## config.mk

```make
export PLATFORM = sky130hd
export DESIGN_NAME = crs_mac
export DESIGN_NICKNAME = d
export VERILOG_FILES = /design/src/rtl/crs_pkg.sv /design/src/rtl/crs_mac.sv
export SDC_FILE = /design/constraint.sdc
export NUM_CORES = 2
export LEC_CHECK = 0
export ABC_AREA = 1
export BUFFER_PORTS_ARGS = -buffer_cell sky130_fd_sc_hd__buf_2
export CAP_MARGIN = 30
export CORE_MARGIN = 1.5
export CORE_UTILIZATION = 65
export DETAILED_ROUTE_END_ITERATION = 8
export PLACE_DENSITY_LB_ADDON = 0.08
export SKIP_CTS_REPAIR_TIMING = 1
export SLEW_MARGIN = 10
export SYNTH_ARGS = -nofsm -noshare
export SYNTH_HDL_FRONTEND = slang
export SYNTH_SLANG_ARGS = --single-unit
export TNS_END_PERCENT = 20
```

## constraint.sdc

```tcl
create_clock -name i_clk -period 16.9 [get_ports i_clk]
set_input_delay 3.38 -clock i_clk [delete_from_list [all_inputs] [get_ports i_clk]]
set_output_delay 3.38 -clock i_clk [all_outputs]
set_load 0.005 [all_outputs]
```

## src/rtl/crs_pkg.sv

```systemverilog
`default_nettype none

package crs_pkg;

    // Coordinate and segment-parameter formats
    localparam int COORD_BITS  = 32;
    localparam int T_FRAC_BITS = 16;
    localparam int T_BITS      = T_FRAC_BITS + 1;

    // Extra fraction bits carried through the Horner chains
    localparam int GUARD_BITS  = 8;

    // Working width: coefficient sums reach 50 * 2^(COORD_BITS-1) before guard bits
    localparam int ACC_BITS    = COORD_BITS + GUARD_BITS + 7;
    localparam int DIFF_BITS   = COORD_BITS + 1;

    // Multiply by t is split into partial products of this many magnitude bits
    localparam int PART_BITS   = 24;
    localparam int NUM_PARTS   = (ACC_BITS + PART_BITS - 1) / PART_BITS;

    // Register stages inside one multiply-accumulate step
    localparam int MAC_STAGES  = 4;

    typedef logic signed [COORD_BITS-1:0] t_coord;
    typedef logic signed [DIFF_BITS-1:0]  t_diff;
    typedef logic signed [ACC_BITS-1:0]   t_acc;
    typedef logic        [ACC_BITS-1:0]   t_mag;
    typedef logic        [T_BITS-1:0]     t_frac;

    localparam t_frac T_ONE = {1'b1, {T_FRAC_BITS{1'b0}}};

    typedef struct packed {
        t_coord point_before;
        t_coord segment_start;
        t_coord segment_end;
        t_coord point_after;
        t_frac  fraction;
    } t_in;

    typedef struct packed {
        t_coord position;
        t_coord tangent;
    } t_out;

endpackage

`default_nettype wire

```

## src/rtl/crs_mac.sv

```systemverilog
`default_nettype none

// One Horner step: o_h = round(i_h * i_t / 2^T_FRAC_BITS) + i_coef.
// Rounding is to nearest, ties away from zero (done on the magnitude).
// Stages: magnitude, partial products, combine + round, add coefficient.
module crs_mac (
    input  wire logic          i_clk,
    input  wire logic          i_rst_n,
    input  wire logic          i_en,
    input  wire logic          i_vld,
    input  wire crs_pkg::t_acc i_h,
    input  wire crs_pkg::t_acc i_coef,
    input  wire crs_pkg::t_frac i_t,
    output logic               o_vld,
    output crs_pkg::t_acc      o_h,
    output crs_pkg::t_frac     o_t
);

    localparam int PAD_BITS  = crs_pkg::NUM_PARTS * crs_pkg::PART_BITS;
    localparam int PP_BITS   = crs_pkg::PART_BITS + crs_pkg::T_BITS;
    localparam int PROD_BITS = PAD_BITS + crs_pkg::T_BITS;

    // stage A: magnitude
    logic                r_a_vld;
    logic                r_a_neg;
    crs_pkg::t_mag       r_a_mag;
    crs_pkg::t_acc       r_a_coef;
    crs_pkg::t_frac      r_a_t;

    // stage M: partial products
    logic                r_m_vld;
    logic                r_m_neg;
    logic [PP_BITS-1:0]  r_m_pp [crs_pkg::NUM_PARTS];
    crs_pkg::t_acc       r_m_coef;
    crs_pkg::t_frac      r_m_t;

    // stage C: rounded product magnitude
    logic                r_c_vld;
    logic                r_c_neg;
    crs_pkg::t_mag       r_c_mag;
    crs_pkg::t_acc       r_c_coef;
    crs_pkg::t_frac      r_c_t;

    // stage S: signed result
    logic                r_s_vld;
    crs_pkg::t_acc       r_s_h;
    crs_pkg::t_frac      r_s_t;

    logic [PAD_BITS-1:0]  mag_pad;
    logic [PROD_BITS-1:0] n_sum;

    assign mag_pad = PAD_BITS'(r_a_mag);

    always_comb begin
        n_sum = PROD_BITS'(1) << (crs_pkg::T_FRAC_BITS - 1);
        for (int p = 0; p < crs_pkg::NUM_PARTS; p++) begin
            n_sum = n_sum + (PROD_BITS'(r_m_pp[p]) << (p * crs_pkg::PART_BITS));
        end
    end

    always_ff @(posedge i_clk) begin
        if (!i_rst_n) begin
            r_a_vld <= 1'b0;
            r_m_vld <= 1'b0;
            r_c_vld <= 1'b0;
            r_s_vld <= 1'b0;
        end else if (i_en) begin
            r_a_vld <= i_vld;
            r_m_vld <= r_a_vld;
            r_c_vld <= r_m_vld;
            r_s_vld <= r_c_vld;
        end
    end

    always_ff @(posedge i_clk) begin
        if (i_en) begin
            r_a_neg  <= i_h[crs_pkg::ACC_BITS-1];
            r_a_mag  <= i_h[crs_pkg::ACC_BITS-1] ? crs_pkg::t_mag'(-i_h) : crs_pkg::t_mag'(i_h);
            r_a_coef <= i_coef;
            r_a_t    <= i_t;

            r_m_neg  <= r_a_neg;
            for (int p = 0; p < crs_pkg::NUM_PARTS; p++) begin
                r_m_pp[p] <= PP_BITS'(mag_pad[p*crs_pkg::PART_BITS +: crs_pkg::PART_BITS])
                           * PP_BITS'(r_a_t);
            end
            r_m_coef <= r_a_coef;
            r_m_t    <= r_a_t;

            r_c_neg  <= r_m_neg;
            r_c_mag  <= n_sum[crs_pkg::T_FRAC_BITS +: crs_pkg::ACC_BITS];
            r_c_coef <= r_m_coef;
            r_c_t    <= r_m_t;

            r_s_h    <= r_c_neg ? r_c_coef - signed'(r_c_mag) : r_c_coef + signed'(r_c_mag);
            r_s_t    <= r_c_t;
        end
    end

    assign o_vld = r_s_vld;
    assign o_h   = r_s_h;
    assign o_t   = r_s_t;

endmodule

`default_nettype wire

```

==> impl_metrics.json <==
{
  "worstSetupPathType": "reg -> reg",
  "slew_headroom": 0.314,
  "ys_ff_latch": 422,
  "synth_cell_types": 48,
  "post-place-cells": 6729,
  "cts_tree": "built",
  "synth_ff_type": "edfxtp_1",
  "fp.dieH_um": 275,
  "crit_chain": "nand2_1 > fa_1 > inv_1 > fa_1 > fa_1 > fa_1 > fa_1 > inv_1 > fa_1 > inv_1 > ha_1 > nand2_1 > nor2_1 > nand2_1 > o21ai_0 > nand2_1 > nand3_1 > nand2_1",
  "worstPathArrival_ns": 6.96,
  "num_rows": 99,
  "drt_iter0_markers": 2810,
  "end_kind": "flop",
  "yosys-top-cells-area": "fa_1 (27%), edfxtp_1 (26%), nand2_1 (12%)",
  "dpl.hpwl_um": 101000,
  "hold_viol": 0,
  "slowest_delay_ns": 1.02,
  "area_delta_synth_final_pct": 6.63,
  "wl_per_cell_um": 19.2,
  "fin_area_um2": 51100,
  "synth_top_area_cell": "fa_1",
  "dieArea_um2": 75400,
  "synth_commonest_cells": "nand2_1 (1504), inv_1 (1402), fa_1 (641)",
  "status": "completed",
  "cp-startpoint": "r_a_mag[8]",
  "regToRegEndpoint": "r_m_pp[0][27]",
  "vias": 37700,
  "yosysSeqAreaShare": 0.264,
  "nFillCells": 5755,
  "die_w_um": 275,
  "root_buffer": "clkbuf_16",
  "syn_avg_cell_area_um2": 8.33,
  "fin_nets": 6867,
  "drc": 0,
  "synth_most_common_cell": "nand2_1",
  "numCtsBuffers": 46,
  "drive_gt1_frac": 0.0540,
  "start_util": 0.657,
  "rrSetupSlack_ns": 10.26,
  "async_flop_share": 0,
  "via_per_inst": 5.53,
  "netlist_instances": 5755,
  "netlist_area_um2": 47900,
  "fmax_mhz": 151,
  "crit_path_frequent_cell": "fa_1",
  "place_area_um2": 49500,
  "critPathRequiredTime_ns": 17.22,
  "synth_nets": 6800,
  "gp_congestion": 0.974,
  "cp_max_fo": 17,
  "grt_pass1_vias": 39700,
  "grt_pass1_wl_um": 207000,
  "report.final.slew_viol_count": 0,
  "h-tree-depth": 2,
  "track_usage": 0.358,
  "clk_pin_slew_worst_paths_ns": 0.06,
  "ys_warn_count": 0,
  "clkSinkCount": 422,
  "skew_ns": 0.0313,
  "period_share": 0.393,
  "cp_slowest_cell": "edfxtp_1",
  "hp-class": "reg -> reg",
  "setup_tns_ns": 0,
  "period_minus_slack_ns": 6.64,
  "holdPathStages": 0,
  "worstMarginPinSlew_ns": 1.03,
  "synth_top_area_frac": 0.268,
  "placeableCoreArea_um2": 73000,
  "synth_edf_count": 418,
  "rsz0062_at_grt": "false",
  "setup_viol": 0,
  "r2r_cells": 18,
  "reg2reg_from": "r_a_mag[8]",
  "insertion_delay_ns": 0.61,
  "fin_hold_ws_ns": 0.413,
  "grt.overflow.total": 0,
  "cp-start-kind": "flop",
  "fin_cells": 6815,
  "first_pass_iters": 5,
  "crit_end": "r_m_pp[0][27]",
  "antenna_found_initial": 0,
  "grt_max_degree": 85,
  "ant_nets": 0,
  "max_cap_violations": 0,
  "io_buffer_count": 179,
  "clockBufferDepth": 3,
  "antenna_cells": 0,
  "ioPinCount": 180,
  "wl_um": 131000
}
-- how the worst min path moves through the flow --
stage / start / endpoint / slack [ns]
floorplan: r_c_t[0] / o_t[0] / 0.40
global placement: r_c_t[7] / o_t[7] / 0.40
detailed placement: r_c_t[13] / o_t[13] / 0.40
CTS: r_c_t[6] / o_t[6] / 0.42
global route: r_a_coef[12] / r_m_coef[12] / 0.42
finish: r_a_coef[11] / r_m_coef[11] / 0.41
-- worst max-delay path: cells and delay by family, from the launching register on --
family / cells / cell delay [ns]
AOI/OAI and AO/OA: 1 / 0.47
buffers and inverters: 3 / 0.17
adders and majority gates: 7 / 3.67
and+or+nand+nor: 7 / 1.03
DFF: 1 / 1.02
-- placed cells by master, fill, tap and decap left out, drive strengths merged --
cell type,count
a21boi,3
nand3b,7
and3,1
nand2b,1
o2111ai,1
buf,208
inv,1405
nor3,64
xor2,158
o311ai,1
xnor2,36
nor2,387
and2,4
o211ai,3
a211oi,2
nand3,171
nand4,48
nand2,1510
o21a,9
edfxtp,418
nor4,9
clkinv,19
a31oi,15
nor3b,2
ha,289
or2,4
o21ai,158
clkbuf,52
o31ai,4
a21oi,189
dfxtp,4
o21bai,13
a21o,11
fa,641
bufinv,5
clkinvlp,4
-- flip-flops by register name, indices dropped and copies added, names as in the netlist --
| name | cells |
|---|---|
| o_h | 47 |
| o_t | 17 |
| o_vld | 1 |
| r_a_coef | 47 |
| r_a_mag | 47 |
| r_a_neg | 1 |
| r_a_t | 17 |
| r_a_vld | 1 |
| r_c_coef | 47 |
| r_c_mag | 47 |
| r_c_neg | 1 |
| r_c_t | 17 |
| r_c_vld | 1 |
| r_m_coef | 47 |
| r_m_neg | 1 |
| r_m_pp | 65 |
| r_m_t | 17 |
| r_m_vld | 1 |
-- cell type report --
type	instances	area, µm²	area share
timing repair buffer	208	1200	0.0236
clock inverter	30	313	0.00612
clock buffer	52	1170	0.0230
multi-input combinational	3741	29300	0.574
inverter	1403	5270	0.103
tap	959	1200	0.0235
sequential	422	12600	0.247
-- kinds of logic (layout without fill, tap and decap cells) --
logic type	after synthesis	count (layout)	share of synthesized area
and+or+nand+nor	2208	2208	0.186
buffers and inverters	1592	1693	0.125
adders and majority gates	930	930	0.343
DFF	422	422	0.264
AOI/OAI and AO/OA	409	409	0.0467
xor gates and xnor gates	194	194	0.0355
-- through the flow --
step / setup slack [ns] / util
floorplan: 11.23 / -
global placement: 10.56 / 0.678
detailed placement: 10.45 / 0.678
CTS: 10.46 / 0.699
global route: 9.96 / 0.700
finish: 10.26 / 0.700
-- per-layer routing --
layer,vias up,track usage,share of wire
met5,-,0,0
met1,18000,0.413,0.36
met4,0,0.174,0.053
li1,17500,-,-
met2,1864,0.639,0.50
met3,413,0.0649,0.086
Power is not shown: default switching activity piles up to over one toggle a cycle in this logic, so the estimate is an artifact.
